[src/design/fcb_pkg.sv]
// Package for the floppy read command builder: widths, media and byte codes,
// the queued job type and the geometry/reciprocal lookup functions.
// No dependencies.
package fcb_pkg;

    localparam int BlkW       = 13;
    localparam int CylW       = 8;
    localparam int SptW       = 6;
    localparam int QuoW       = 10;
    localparam int RecipW     = 13;
    localparam int RecipShift = 16;
    localparam int MediaW     = 4;
    localparam int CfgIdxW    = 1;
    localparam int ByteW      = 8;
    localparam int StepW      = 4;
    localparam int QueueDepth = 2;  // power of two
    localparam int QPtrW      = $clog2(QueueDepth);
    localparam int ProdW      = BlkW + RecipW;
    localparam int BackW      = QuoW + SptW;

    // media codes
    localparam logic [MediaW-1:0] MEDIA_NONE  = 4'd0;
    localparam logic [MediaW-1:0] MEDIA_360K  = 4'd1;
    localparam logic [MediaW-1:0] MEDIA_1200K = 4'd2;
    localparam logic [MediaW-1:0] MEDIA_720K  = 4'd3;
    localparam logic [MediaW-1:0] MEDIA_1440K = 4'd4;
    localparam logic [MediaW-1:0] MEDIA_2880K = 4'd5;

    // register indexes
    localparam logic [CfgIdxW-1:0] CFG_DRIVE0 = 1'b0;
    localparam logic [CfgIdxW-1:0] CFG_DRIVE1 = 1'b1;

    // byte positions in the full seek + read run
    localparam logic [StepW-1:0] POS_SEEK_OP   = 4'd0;
    localparam logic [StepW-1:0] POS_SEEK_SEL  = 4'd1;
    localparam logic [StepW-1:0] POS_SEEK_CYL  = 4'd2;
    localparam logic [StepW-1:0] POS_READ_OP   = 4'd3;
    localparam logic [StepW-1:0] POS_READ_SEL  = 4'd4;
    localparam logic [StepW-1:0] POS_READ_CYL  = 4'd5;
    localparam logic [StepW-1:0] POS_READ_HEAD = 4'd6;
    localparam logic [StepW-1:0] POS_READ_SEC  = 4'd7;
    localparam logic [StepW-1:0] POS_READ_SIZE = 4'd8;
    localparam logic [StepW-1:0] POS_READ_EOT  = 4'd9;
    localparam logic [StepW-1:0] POS_READ_GAP  = 4'd10;
    localparam logic [StepW-1:0] POS_READ_DTL  = 4'd11;

    // controller bytes
    localparam logic [ByteW-1:0] OP_SEEK  = 8'h0F;
    localparam logic [ByteW-1:0] OP_READ  = 8'h66;
    localparam logic [ByteW-1:0] SIZE_512 = 8'h02;
    localparam logic [ByteW-1:0] GAP_LEN  = 8'h1B;
    localparam logic [ByteW-1:0] DTL_NONE = 8'hFF;
    localparam logic [ByteW-1:0] ERR_BYTE = 8'h00;

    typedef struct packed {
        logic            err;
        logic            seek;
        logic            drive;
        logic            head;
        logic [CylW-1:0] cyl;
        logic [SptW-1:0] sec;
        logic [SptW-1:0] spt;
    } fcb_job_t;

    typedef struct packed {
        logic full;
        logic empty;
    } fcb_qstat_t;

    // sectors per track; zero marks none or unknown media
    function automatic logic [SptW-1:0] spt_of(input logic [MediaW-1:0] media);
        logic [SptW-1:0] spt;
        unique case (media)
            MEDIA_360K:  spt = 6'd9;
            MEDIA_1200K: spt = 6'd15;
            MEDIA_720K:  spt = 6'd9;
            MEDIA_1440K: spt = 6'd18;
            MEDIA_2880K: spt = 6'd36;
            default:     spt = '0;
        endcase
        return spt;
    endfunction

    // floor(2^RecipShift / spt); quotient comes out low by at most one
    function automatic logic [RecipW-1:0] recip_of(input logic [SptW-1:0] spt);
        logic [RecipW-1:0] r;
        unique case (spt)
            6'd9:    r = 13'd7281;
            6'd15:   r = 13'd4369;
            6'd18:   r = 13'd3640;
            6'd36:   r = 13'd1820;
            default: r = '0;
        endcase
        return r;
    endfunction

endpackage

[src/design/fcb_if.sv]
// Valid/ready channel interfaces: read requests in, command bytes out.
// Depends on fcb_pkg.
interface fcb_req_if;
    import fcb_pkg::*;
    logic            valid;
    logic            ready;
    logic            drive;
    logic [BlkW-1:0] block_addr;

    modport source (output valid, drive, block_addr, input ready);
    modport sink (input valid, drive, block_addr, output ready);
endinterface

interface fcb_byte_if;
    import fcb_pkg::*;
    logic             valid;
    logic             ready;
    logic [ByteW-1:0] cmd_byte;
    logic             last;
    logic             error;

    modport source (output valid, cmd_byte, last, error, input ready);
    modport sink (input valid, cmd_byte, last, error, output ready);
endinterface

[src/design/floppy_read_command_builder.sv]
// Top level of the floppy read command builder: front end, job queue and
// byte sequencer. Depends on fcb_pkg, fcb_if, fcb_front, fcb_queue, fcb_back.
//
//  channel  dir  payload                      transfer when
//  req      in   drive, block_addr            req.valid & req.ready
//  rsp      out  cmd_byte, last, error        rsp.valid & rsp.ready
//  cfg      in   cfg_index, cfg_data          cfg_we
//
// A request passes through the front pipeline into the job queue, and the
// sequencer registers its bytes out from the queue head.
// The sequencer then sends one byte per cycle while rsp.ready is high:
// 12 bytes for seek + read, 9 for a read alone, 1 for an error; that byte
// run sets the sustained rate. Requests keep being taken while bytes drain,
// until the two-entry queue and both front stages are full.
// rst_n clears drive types to none and marks all cylinders unknown.
module floppy_read_command_builder (
    input  logic                         clk,
    input  logic                         rst_n,
    fcb_req_if.sink                      req,
    fcb_byte_if.source                   rsp,
    input  logic                         cfg_we,
    input  logic [fcb_pkg::CfgIdxW-1:0]  cfg_index,
    input  logic [fcb_pkg::MediaW-1:0]   cfg_data
);
    import fcb_pkg::*;

    fcb_job_t   job_in;
    fcb_job_t   job_out;
    fcb_qstat_t qstat;
    logic       push;
    logic       pop;

    fcb_front u_front (
        .clk       (clk),
        .rst_n     (rst_n),
        .req       (req),
        .cfg_we    (cfg_we),
        .cfg_index (cfg_index),
        .cfg_data  (cfg_data),
        .qstat     (qstat),
        .push      (push),
        .job       (job_in)
    );

    fcb_queue u_queue (
        .clk     (clk),
        .rst_n   (rst_n),
        .push    (push),
        .job_in  (job_in),
        .pop     (pop),
        .job_out (job_out),
        .qstat   (qstat)
    );

    fcb_back u_back (
        .clk   (clk),
        .rst_n (rst_n),
        .job   (job_out),
        .qstat (qstat),
        .pop   (pop),
        .rsp   (rsp)
    );

`ifndef ASSERT_OFF
    a_no_overflow: assert property (@(posedge clk) disable iff (!rst_n)
        push |-> !qstat.full)
        else $error("job queue overflow");

    a_no_underflow: assert property (@(posedge clk) disable iff (!rst_n)
        pop |-> !qstat.empty)
        else $error("job queue underflow");

    a_error_single: assert property (@(posedge clk) disable iff (!rst_n)
        (rsp.valid && rsp.error) |-> (rsp.last && rsp.cmd_byte == ERR_BYTE))
        else $error("error result not a single zero byte");

    a_seek_then_read: assert property (@(posedge clk) disable iff (!rst_n)
        (rsp.valid && rsp.ready && !rsp.error && rsp.cmd_byte == OP_SEEK && !rsp.last)
        |=> (rsp.valid && !rsp.last))
        else $error("seek run cut short");
`endif

endmodule

[src/design/fcb_front.sv]
// Front end: drive type registers, two-stage geometry pipeline (reciprocal
// multiply, remainder correction) and the per drive/head cylinder tracker.
// Depends on fcb_pkg, fcb_if.
module fcb_front (
    input  logic                         clk,
    input  logic                         rst_n,
    fcb_req_if.sink                      req,
    input  logic                         cfg_we,
    input  logic [fcb_pkg::CfgIdxW-1:0]  cfg_index,
    input  logic [fcb_pkg::MediaW-1:0]   cfg_data,
    input  fcb_pkg::fcb_qstat_t          qstat,
    output logic                         push,
    output fcb_pkg::fcb_job_t            job
);
    import fcb_pkg::*;

    logic [MediaW-1:0] drive0_type_reg;
    logic [MediaW-1:0] drive1_type_reg;

    logic              s1_valid_reg;
    logic              s1_drive_reg;
    logic [BlkW-1:0]   s1_blk_reg;
    logic [SptW-1:0]   s1_spt_reg;

    logic              s2_valid_reg;
    logic              s2_drive_reg;
    logic [BlkW-1:0]   s2_blk_reg;
    logic [SptW-1:0]   s2_spt_reg;
    logic [QuoW-1:0]   s2_quo0_reg;

    logic [CylW-1:0]   cur_cyl_reg [4];
    logic [3:0]        known_reg;

    logic              s1_free;
    logic              s1_adv;
    logic              s2_free;
    logic              accept;
    logic [MediaW-1:0] media;
    logic [ProdW-1:0]  prod1;
    logic [BackW-1:0]  back_prod;
    logic [BackW-1:0]  rem0;
    logic              corr;
    logic [QuoW-1:0]   quo;
    logic [BackW-1:0]  rem;
    logic [CylW-1:0]   cyl;
    logic              head;
    logic [1:0]        idx;
    logic              err;

    always_ff @(posedge clk or negedge rst_n)
    begin
        if (!rst_n)
        begin
            drive0_type_reg <= MEDIA_NONE;
            drive1_type_reg <= MEDIA_NONE;
        end
        else if (cfg_we)
        begin
            case (cfg_index)
                CFG_DRIVE0: drive0_type_reg <= cfg_data;
                CFG_DRIVE1: drive1_type_reg <= cfg_data;
                default:    ;
            endcase
        end
    end

    assign push    = s2_valid_reg && !qstat.full;
    assign s2_free = !s2_valid_reg || push;
    assign s1_adv  = s1_valid_reg && s2_free;
    assign s1_free = !s1_valid_reg || s1_adv;
    assign req.ready = s1_free;
    assign accept  = req.valid && s1_free;
    assign media   = req.drive ? drive1_type_reg : drive0_type_reg;

    always_ff @(posedge clk or negedge rst_n)
    begin
        if (!rst_n)
        begin
            s1_valid_reg <= 1'b0;
            s2_valid_reg <= 1'b0;
        end
        else
        begin
            if (s1_free)
                s1_valid_reg <= req.valid;
            if (s2_free)
                s2_valid_reg <= s1_valid_reg;
        end
    end

    always_ff @(posedge clk)
    begin
        if (accept)
        begin
            s1_drive_reg <= req.drive;
            s1_blk_reg   <= req.block_addr;
            s1_spt_reg   <= spt_of(media);
        end
        if (s1_adv)
        begin
            s2_drive_reg <= s1_drive_reg;
            s2_blk_reg   <= s1_blk_reg;
            s2_spt_reg   <= s1_spt_reg;
            s2_quo0_reg  <= prod1[RecipShift +: QuoW];
        end
    end

    // quotient estimate by reciprocal
    assign prod1 = {{RecipW{1'b0}}, s1_blk_reg} * {{BlkW{1'b0}}, recip_of(s1_spt_reg)};

    // remainder and one-step correction
    always_comb
    begin
        back_prod = {{SptW{1'b0}}, s2_quo0_reg} * {{QuoW{1'b0}}, s2_spt_reg};
        rem0      = {{(BackW - BlkW){1'b0}}, s2_blk_reg} - back_prod;
        corr      = rem0 >= {{QuoW{1'b0}}, s2_spt_reg};
        quo       = s2_quo0_reg + {{(QuoW - 1){1'b0}}, corr};
        rem       = corr ? rem0 - {{QuoW{1'b0}}, s2_spt_reg} : rem0;
        cyl       = quo[CylW:1];
        head      = quo[0];
        idx       = {s2_drive_reg, head};
        err       = (s2_spt_reg == '0);

        job.err   = err;
        job.seek  = !known_reg[idx] || (cur_cyl_reg[idx] != cyl);
        job.drive = s2_drive_reg;
        job.head  = head;
        job.cyl   = cyl;
        job.sec   = rem[SptW-1:0] + 6'd1;
        job.spt   = s2_spt_reg;
    end

    // seek is assumed to succeed once queued
    always_ff @(posedge clk or negedge rst_n)
    begin
        if (!rst_n)
        begin
            known_reg <= '0;
            for (int i = 0; i < 4; i++)
                cur_cyl_reg[i] <= '0;
        end
        else if (push && !err)
        begin
            known_reg[idx]   <= 1'b1;
            cur_cyl_reg[idx] <= cyl;
        end
    end

endmodule

[src/design/fcb_queue.sv]
// Short job queue between the front end and the byte sequencer.
// Depends on fcb_pkg.
module fcb_queue (
    input  logic                 clk,
    input  logic                 rst_n,
    input  logic                 push,
    input  fcb_pkg::fcb_job_t    job_in,
    input  logic                 pop,
    output fcb_pkg::fcb_job_t    job_out,
    output fcb_pkg::fcb_qstat_t  qstat
);
    import fcb_pkg::*;

    fcb_job_t         mem_reg [QueueDepth];
    logic [QPtrW-1:0] wr_ptr_reg;
    logic [QPtrW-1:0] rd_ptr_reg;
    logic [QPtrW:0]   count_reg;

    assign qstat.full  = (count_reg == (QPtrW + 1)'(QueueDepth));
    assign qstat.empty = (count_reg == '0);
    assign job_out     = mem_reg[rd_ptr_reg];

    always_ff @(posedge clk)
    begin
        if (push)
            mem_reg[wr_ptr_reg] <= job_in;
    end

    always_ff @(posedge clk or negedge rst_n)
    begin
        if (!rst_n)
        begin
            wr_ptr_reg <= '0;
            rd_ptr_reg <= '0;
            count_reg  <= '0;
        end
        else
        begin
            if (push)
                wr_ptr_reg <= wr_ptr_reg + 1'b1;
            if (pop)
                rd_ptr_reg <= rd_ptr_reg + 1'b1;
            case ({push, pop})
                2'b10:   count_reg <= count_reg + 1'b1;
                2'b01:   count_reg <= count_reg - 1'b1;
                default: ;
            endcase
        end
    end

endmodule

[src/design/fcb_back.sv]
// Byte sequencer: walks the queue head through its seek/read byte run and
// drives the registered output channel, one byte per transfer.
// Depends on fcb_pkg, fcb_if.
module fcb_back (
    input  logic                 clk,
    input  logic                 rst_n,
    input  fcb_pkg::fcb_job_t    job,
    input  fcb_pkg::fcb_qstat_t  qstat,
    output logic                 pop,
    fcb_byte_if.source           rsp
);
    import fcb_pkg::*;

    logic             out_valid_reg;
    logic [ByteW-1:0] cmd_reg;
    logic             last_reg;
    logic             error_reg;
    logic [StepW-1:0] step_reg;

    logic             load;
    logic [StepW-1:0] pos;
    logic [ByteW-1:0] sel;
    logic [ByteW-1:0] byte_next;
    logic             last_next;

    assign load = !qstat.empty && (!out_valid_reg || rsp.ready);
    assign pos  = job.seek ? step_reg : step_reg + POS_READ_OP;
    assign sel  = {5'b0, job.head, 1'b0, job.drive};

    always_comb
    begin
        unique case (pos)
            POS_SEEK_OP:   byte_next = OP_SEEK;
            POS_SEEK_SEL:  byte_next = sel;
            POS_SEEK_CYL:  byte_next = job.cyl;
            POS_READ_OP:   byte_next = OP_READ;
            POS_READ_SEL:  byte_next = sel;
            POS_READ_CYL:  byte_next = job.cyl;
            POS_READ_HEAD: byte_next = {7'b0, job.head};
            POS_READ_SEC:  byte_next = {2'b0, job.sec};
            POS_READ_SIZE: byte_next = SIZE_512;
            POS_READ_EOT:  byte_next = {2'b0, job.spt};
            POS_READ_GAP:  byte_next = GAP_LEN;
            POS_READ_DTL:  byte_next = DTL_NONE;
            default:       byte_next = ERR_BYTE;
        endcase
        if (job.err)
            byte_next = ERR_BYTE;
        last_next = job.err || (pos == POS_READ_DTL);
    end

    assign pop = load && last_next;

    always_ff @(posedge clk or negedge rst_n)
    begin
        if (!rst_n)
        begin
            out_valid_reg <= 1'b0;
            step_reg      <= '0;
        end
        else
        begin
            if (!out_valid_reg || rsp.ready)
                out_valid_reg <= !qstat.empty;
            if (load)
                step_reg <= last_next ? '0 : step_reg + 1'b1;
        end
    end

    always_ff @(posedge clk)
    begin
        if (load)
        begin
            cmd_reg   <= byte_next;
            last_reg  <= last_next;
            error_reg <= job.err;
        end
    end

    assign rsp.valid    = out_valid_reg;
    assign rsp.cmd_byte = cmd_reg;
    assign rsp.last     = last_reg;
    assign rsp.error    = error_reg;

endmodule

[src/flat_wrapper.sv]
// flat-port wrapper written by rule: the top's interface ports become plain ports
module floppy_read_command_builder_flat import fcb_pkg::*;
  (clk, rst_n, cfg_we, cfg_index, cfg_data, req_valid, req_drive, req_block_addr, req_ready, rsp_valid, rsp_cmd_byte, rsp_last, rsp_error, rsp_ready);
  fcb_req_if req_i ();
  fcb_byte_if rsp_i ();
  input  logic clk;
  input  logic rst_n;
  input  logic cfg_we;
  input  logic [fcb_pkg::CfgIdxW-1:0] cfg_index;
  input  logic [fcb_pkg::MediaW-1:0] cfg_data;
  input wire logic [$bits(req_i.valid)-1:0] req_valid;
  input wire logic [$bits(req_i.drive)-1:0] req_drive;
  input wire logic [$bits(req_i.block_addr)-1:0] req_block_addr;
  output wire logic [$bits(req_i.ready)-1:0] req_ready;
  output wire logic [$bits(rsp_i.valid)-1:0] rsp_valid;
  output wire logic [$bits(rsp_i.cmd_byte)-1:0] rsp_cmd_byte;
  output wire logic [$bits(rsp_i.last)-1:0] rsp_last;
  output wire logic [$bits(rsp_i.error)-1:0] rsp_error;
  input wire logic [$bits(rsp_i.ready)-1:0] rsp_ready;
  assign req_i.valid = req_valid;
  assign req_i.drive = req_drive;
  assign req_i.block_addr = req_block_addr;
  assign req_ready = req_i.ready;
  assign rsp_valid = rsp_i.valid;
  assign rsp_cmd_byte = rsp_i.cmd_byte;
  assign rsp_last = rsp_i.last;
  assign rsp_error = rsp_i.error;
  assign rsp_i.ready = rsp_ready;
  floppy_read_command_builder u_core (.clk(clk), .rst_n(rst_n), .req(req_i), .rsp(rsp_i), .cfg_we(cfg_we), .cfg_index(cfg_index), .cfg_data(cfg_data));
endmodule
[config.mk]
export PLATFORM = sky130hd
export DESIGN_NAME = floppy_read_command_builder_flat
export DESIGN_NICKNAME = d
export VERILOG_FILES = /design/src/design/fcb_pkg.sv /design/src/design/fcb_if.sv /design/src/design/floppy_read_command_builder.sv /design/src/design/fcb_front.sv /design/src/design/fcb_queue.sv /design/src/design/fcb_back.sv /design/src/flat_wrapper.sv
export SDC_FILE = /design/constraint.sdc
export NUM_CORES = 1
export LEC_CHECK = 0
export BUFFER_PORTS_ARGS = -buffer_cell sky130_fd_sc_hd__buf_2
export CAP_MARGIN = 25
export CELL_PAD_IN_SITES_DETAIL_PLACEMENT = 1
export CELL_PAD_IN_SITES_GLOBAL_PLACEMENT = 1
export CORE_AREA = 8 8 225 227
export DETAILED_ROUTE_END_ITERATION = 10
export DIE_AREA = 0 0 233 235
export PLACE_DENSITY_LB_ADDON = 0.1
export SYNTH_ARGS = -nofsm -noshare
export SYNTH_HDL_FRONTEND = slang
export SYNTH_SLANG_ARGS = --single-unit
export TNS_END_PERCENT = 10
[constraint.sdc]
create_clock -name clk -period 13 [get_ports clk]
set_clock_uncertainty 0.05 [all_clocks]
set_input_delay 1.3 -clock clk [delete_from_list [all_inputs] [get_ports clk]]
set_output_delay 1.3 -clock clk [all_outputs]
set_load 0.01 [all_outputs]
==> results of run 1 <==
[worst max-delay path by stage]
stage	from	end	slack, ns	depth (start not counted)
floorplan	u_core.u_front.s2_spt_reg[3]	u_core.u_queue.mem_reg[0][22]	5.37	26
global placement	u_core.u_front.s2_spt_reg[3]	u_core.u_queue.mem_reg[0][22]	4.63	25
detailed placement	u_core.u_front.s2_spt_reg[3]	u_core.u_queue.mem_reg[1][22]	4.44	25
CTS	u_core.u_front.s2_spt_reg[3]	u_core.u_queue.mem_reg[1][22]	4.42	25
global route	u_core.u_front.s2_spt_reg[3]	u_core.u_queue.mem_reg[1][22]	3.89	25
finish	u_core.u_front.s2_spt_reg[3]	u_core.u_queue.mem_reg[1][22]	4.49	25
[cell usage after synthesis, drive strengths merged, types with 5 or more instances]
| cell type | number | area share (%) |
|---|---|---|
| o211ai | 6 | 0.32 |
| clkbuf | 26 | 0.70 |
| and3 | 10 | 0.45 |
| a21oi | 59 | 2.2 |
| nor2 | 73 | 2.0 |
| mux2 | 20 | 1.6 |
| mux4 | 10 | 1.6 |
| o21ai | 43 | 1.5 |
| fa | 139 | 20 |
| xnor2 | 29 | 1.8 |
| edfxtp | 104 | 22 |
| or3 | 7 | 0.31 |
| nand2 | 94 | 2.5 |
| nor2b | 8 | 0.36 |
| xor2 | 29 | 1.8 |
| nor3 | 12 | 0.47 |
| nand2b | 12 | 0.54 |
| nand4 | 7 | 0.31 |
| or2 | 22 | 0.99 |
| a21o | 9 | 0.49 |
| o22ai | 5 | 0.22 |
| nand3 | 16 | 0.58 |
| a211oi | 7 | 0.38 |
| a31oi | 6 | 0.27 |
| dfrtp | 55 | 9.9 |
| inv | 231 | 6.2 |
| nor3b | 5 | 0.27 |
| mux2i | 22 | 1.6 |
| and2 | 86 | 3.9 |
| ha | 128 | 12 |
| buf | 6 | 0.29 |
[kinds of logic (layout without fill, tap and decap cells)]
group                    count (synthesis)  in the layout  synth area share, %
AND/OR/NAND/NOR                        367            367                 13.5
adder cells (fa/ha/maj)                268            268                 31.6
buffers and inverters                  263            309                 7.22
flip-flops                             159            159                 32.3
AO/OA/AOI/OAI                          158            158                 6.84
XOR/XNOR                                58             58                 3.65
multiplexers                            52             52                 4.85
[layout make-up]
cell class | count | area share, %
Multi-Input combinational cell | 903 | 54.8
Sequential cell | 159 | 29.2
Inverter | 231 | 5.64
Tap cell | 615 | 5.00
Clock buffer | 18 | 2.79
Timing Repair Buffer | 46 | 1.70
Clock inverter | 14 | 0.829
[worst max-delay path, stage by stage (launching register included)]
cell,delay (ns)
edfxtp_1,0.76
nand2_1,0.24
fa_1,0.58
inv_1,0.04
ha_1,0.26
inv_1,0.05
fa_1,0.53
inv_1,0.05
fa_1,0.53
inv_1,0.04
ha_1,0.35
a21oi_1,0.32
o21ai_0,0.17
xor2_1,0.23
ha_1,0.29
o21ai_0,0.09
a31oi_1,0.08
or4_1,0.52
or4_1,0.40
nor3_1,0.16
nand3_1,0.24
ha_1,0.85
mux4_2,0.60
xor2_1,0.15
nand3_1,0.09
or4_1,0.56
[through the flow]
step	worst slack, ns	std cells	utilization (%)
after floorplan	5.37	1325	-
after global placement	4.63	1952	31.4
after detailed placement	4.44	1954	31.5
after CTS	4.42	1986	32.6
after global routing	3.89	1986	32.6
final	4.49	1986	32.6
[routing by layer]
layer  track usage [%]  vias up  part of all wire (%)
met2              23.4       58                    50
li1                  -     4430                     -
met1              17.5     4630                    47
met3              2.21       21                   2.0
met5                 0        -                     0
met4              2.71        0                  0.95
==> flow_summary.yaml, run 1 <==
run_status:
  outcome: "complete, no violations"
placement:
  gp_congestion: 0.783
  portBuffers: 35
  placed_area_sq_um: 14800
  hpwl_mm: 28.6
synth:
  async_flop_share_pct: 34.6
  ys_seq_elements: 159
  synth_cell_type_count: 61
  syn_avg_cell_area_sq_um: 10.5
  synth_ff_type: "edfxtp_1"
  ys_warn_count: 0
  synth_fp_nets: 1616
  synth_cells: 1325
  synth_edf_count: 104
  syn_area_sq_um: 13900
  yosysSeqAreaShare_pct: 32.3
floorplan:
  die_w_um: 233
  floorplan.initialDensity_pct: 29.5
  dieArea_sq_um: 54800
  num_io_pins: 36
  dieHeight_um: 235
  rows: 80
  core_sq_um: 47100
clocking:
  cts_resized: 0
  root_buffer: "clkbuf_16"
  cts.sinks: 159
  cts_inserted_buffers: 17
  cts_hold_buffers: 0
  cts_tree: "built"
  clockBufferDepth: 2
  clkLatencyLatePin_ns: 0.46
  clk_pin_slew_ns: 0.07
  htree_levels: 4
  postCtsSetupRepairBufs: 0
sta:
  setup_violations: 0
  fmax_mhz: 118
  final.period_utilization_pct: 65.5
  hold_viol: 0
  finalSetupTns_ns: 0
  rsz0062_at_grt: "no"
  hold_slack_ns: 0.391
  slew_headroom_pct: 38.0
  final_max_slew_viol_count: 0
  tightest_slew_ns: 0.927
  fin_crit_ns: 8.51
setup_path:
  rr_endpoint: "u_core.u_queue.mem_reg[1][22]"
  r2r_cells: 25
  critPathCaptureType: "register"
  cp.arrival_ns: 8.64
  path_class: "reg -> reg"
  worstReg2RegStart: "u_core.u_front.s2_spt_reg[3]"
  startpoint_type: "register"
  crit_fanout: 15
  cp_data_required_time_ns: 13.13
  regToRegSetupSlack_ns: 4.49
grt:
  grtUsageTotal_pct: 13.5
  grt_pass1_vias: 10400
  grt_overflow: 0
  grt_max_degree: 56
  antenna_found_initial: 0
  grt_pass1_wl_mm: 57.8
layout:
  mostFrequentLayoutCells: "inv_1 (231), fa_1 (139), ha_1 (128)"
  mostFrequentLayoutCell: "inv_1"
  area_delta_synth_final_pct: 10.6
  layout.nets: 1649
  seq_area_sq_um: 4500
  largest_reg_flops: 46
  n_fill_cell: 5290
  diodes: 0
  design_area_sq_um: 15400
  multi_input_area_sq_um: 8430
  drive_gt1_share_pct: 10.2
drt:
  viasPerCell: 4.60
  drt_iter0_markers: 318
  antenna_left: 0
  dr.pass1.iters: 4
  drt_wl_total_mm: 35.0
  wl_per_cell_um: 17.6
  route.vias.total: 9139
  route.detailed.drc: 0
hold_path:
  holdPathStages: 0
  hold_end: "u_core.u_front.s2_drive_reg"
  min-delay-start: "u_core.u_front.s1_drive_reg"
  min_path_type: "reg -> reg"
run:
  max_cap_viol_count: 0
Power of run 1 is not shown: default switching activity piles up to over one toggle a cycle in this logic, so the estimate is an artifact.
==> run 2: changes to the inputs <==
==> constraint.sdc (replaced) <==
create_clock -name clk -period 7.3 [get_ports clk]
set_clock_uncertainty 0.05 [all_clocks]
set_input_delay 0.73 -clock clk [delete_from_list [all_inputs] [get_ports clk]]
set_output_delay 0.73 -clock clk [all_outputs]
set_load 0.01 [all_outputs]
==> run 2 against run 1 <==
Compared with the run above:
- setup slack got worse by 4.4 ns
- routed wire length grew 2.4%
- final cell count grew 4.1%
- first-iteration DRC count up 5.3%
- critical path depth down 2
- sequential cell count unchanged
- global-route usage up 0.19 points
- register-to-register slack got worse by 4.4 ns
- largest cell class unchanged
==> flow_summary.yaml, run 2 (same netlist as run 1, synthesis figures left out) <==
setup_path:
  max_stage_delay_ns: 0.58
  cp.arrival_ns: 7.38
  crit_slowest_cell: "or4_4"
  crit_fanout: 5
  cp_data_required_time_ns: 7.46
  crit_family: "adder cells"
  critPathCaptureType: "register"
  crit_top_cell: "fa_1"
  path_class: "reg -> reg"
  startpoint_type: "register"
  cp_num_buf_inv: 4
  cp_cell_sequence: "and2_4, fa_1, inv_2, fa_1, fa_1, inv_2, fa_1, inv_2, ha_4, xor2_2, ha_1, o21ai_1, a31oi_1, or4_1, or4_4, nor3_4, nand3_4, ha_4, buf_12, mux4_2, xor2_1, nand4_1, or4_4"
floorplan:
  num_io_pins: 36
  dieHeight_um: 235
  floorplan.initialDensity_pct: 29.5
  dieArea_sq_um: 54800
  core_sq_um: 47100
  rows: 80
  die_w_um: 233
sta:
  rsz0062_at_grt: "yes"
  final.period_utilization_pct: 98.8
  hold_viol: 0
  tightest_slew_ns: 0.759
  fmax_mhz: 139
  slew_headroom_pct: 49.4
  fin_crit_ns: 7.22
  final_max_slew_viol_count: 0
  setup_violations: 0
placement:
  dp.cells: 2022
  gp_congestion: 0.773
  hpwl_mm: 29.5
  placed_area_sq_um: 15400
  portBuffers: 35
grt:
  grtUsageTotal_pct: 13.7
  grt_pass1_vias: 10400
  grt_max_degree: 56
  grt_overflow: 0
  antenna_found_initial: 0
  grt_pass1_wl_mm: 58.2
layout:
  final_util_pct: 34.6
  final_cells: 2067
  mostFrequentLayoutCell: "inv_1"
  design_area_sq_um: 16300
  diodes: 0
  layout.nets: 1730
  mostFrequentLayoutCells: "inv_1 (225), fa_1 (136), ha_1 (121)"
  area_delta_synth_final_pct: 17.2
  drive_gt1_share_pct: 17.8
  largest_reg_flops: 46
  n_fill_cell: 5305
run_status:
  outcome: "complete, no violations"
drt:
  antenna_left: 0
  wl_per_cell_um: 17.4
  drt_iter0_markers: 335
  drt_wl_total_mm: 35.9
  dr.pass1.iters: 4
  viasPerCell: 4.53
  route.detailed.drc: 0
  route.vias.total: 9373
clocking:
  cts_inserted_buffers: 17
  clockBufferDepth: 2
  htree_levels: 4
  clkLatencyLatePin_ns: 0.48
  cts_tree: "built"
  cts_hold_buffers: 0
  root_buffer: "clkbuf_16"
  clk_pin_slew_ns: 0.07
  cts.sinks: 159
run:
  max_cap_viol_count: 0
hold_path:
  min_path_type: "in -> async"
[run 2: cell count changes in the layout (fill, tap and decap cells not counted), moves of 4 or more]
cell,delta
inv_1,-6
nand2_2,+4
ha_4,+6
ha_1,-7
buf_4,+77
inv_2,+6
nand2_1,-4
[run 2: area by class of cell]
type | count | area [sq um] | area share [%]
flip-flops and latches | 159 | 4500 | 27.6
clock buffers | 19 | 475 | 2.92
multi-input cells | 903 | 8630 | 52.9
repair buffers | 127 | 925 | 5.67
well taps | 615 | 769 | 4.72
clock inverters | 13 | 135 | 0.829
inverters | 231 | 867 | 5.32
[run 2: layer usage]
metal	GRT usage (%)	share of wire, %	routed length [um]
met5	0	0	0
met2	23.5	50	18100
met1	17.4	47	16700
met3	2.51	1.8	663
met4	3.75	1.2	438
[run 2: worst paths after layout]
kind                                          startpoint                             to  cells after the start  slack [ns]
setup / recovery           u_core.u_front.s2_quo0_reg[4]  u_core.u_queue.mem_reg[1][22]                     23        0.08
hold reg to reg              u_core.u_front.s1_drive_reg    u_core.u_front.s2_drive_reg                      0        0.38
min in group clk             u_core.u_front.s1_drive_reg    u_core.u_front.s2_drive_reg                      0        0.38
setup reg to reg           u_core.u_front.s2_quo0_reg[4]  u_core.u_queue.mem_reg[1][22]                     23        0.08
max in group asynchronous                          rst_n  u_core.u_front.cur_cyl_reg[4]                      2        6.34
hold / removal                                     rst_n      u_core.u_back.step_reg[3]                      2        0.33
[run 2: worst reg2reg max path, stage by stage (launching register included)]
cell,delay (ns)
edfxtp_1,0.46
and2_4,0.18
fa_1,0.54
inv_2,0.04
fa_1,0.47
fa_1,0.53
inv_2,0.04
fa_1,0.51
inv_2,0.05
ha_4,0.22
xor2_2,0.18
ha_1,0.32
o21ai_1,0.08
a31oi_1,0.07
or4_1,0.48
or4_4,0.50
nor3_4,0.22
nand3_4,0.14
ha_4,0.34
buf_12,0.13
mux4_2,0.51
xor2_1,0.16
nand4_1,0.17
or4_4,0.58
[run 2: repair_timing]
item,in CTS,in global routing
cloned,0,1
gates resized for setup,8,41
setup endpoints to repair,2,2
buffers inserted,2,10
pin swaps,4,31
hold endpoints to repair,0,0
[run 2: per-stage QoR]
step,hold slack [ns],TNS [ns],setup WS (ns)
after floorplan,0.350,0,0.0176
after global placement,0.356,-0.0812,-0.0406
after detailed placement,0.379,-0.450,-0.225
after CTS,0.335,0,0.00288
after global routing,0.343,-0.427,-0.213
final,0.332,0,0.0849
Power of run 2 is left out for the same reason.
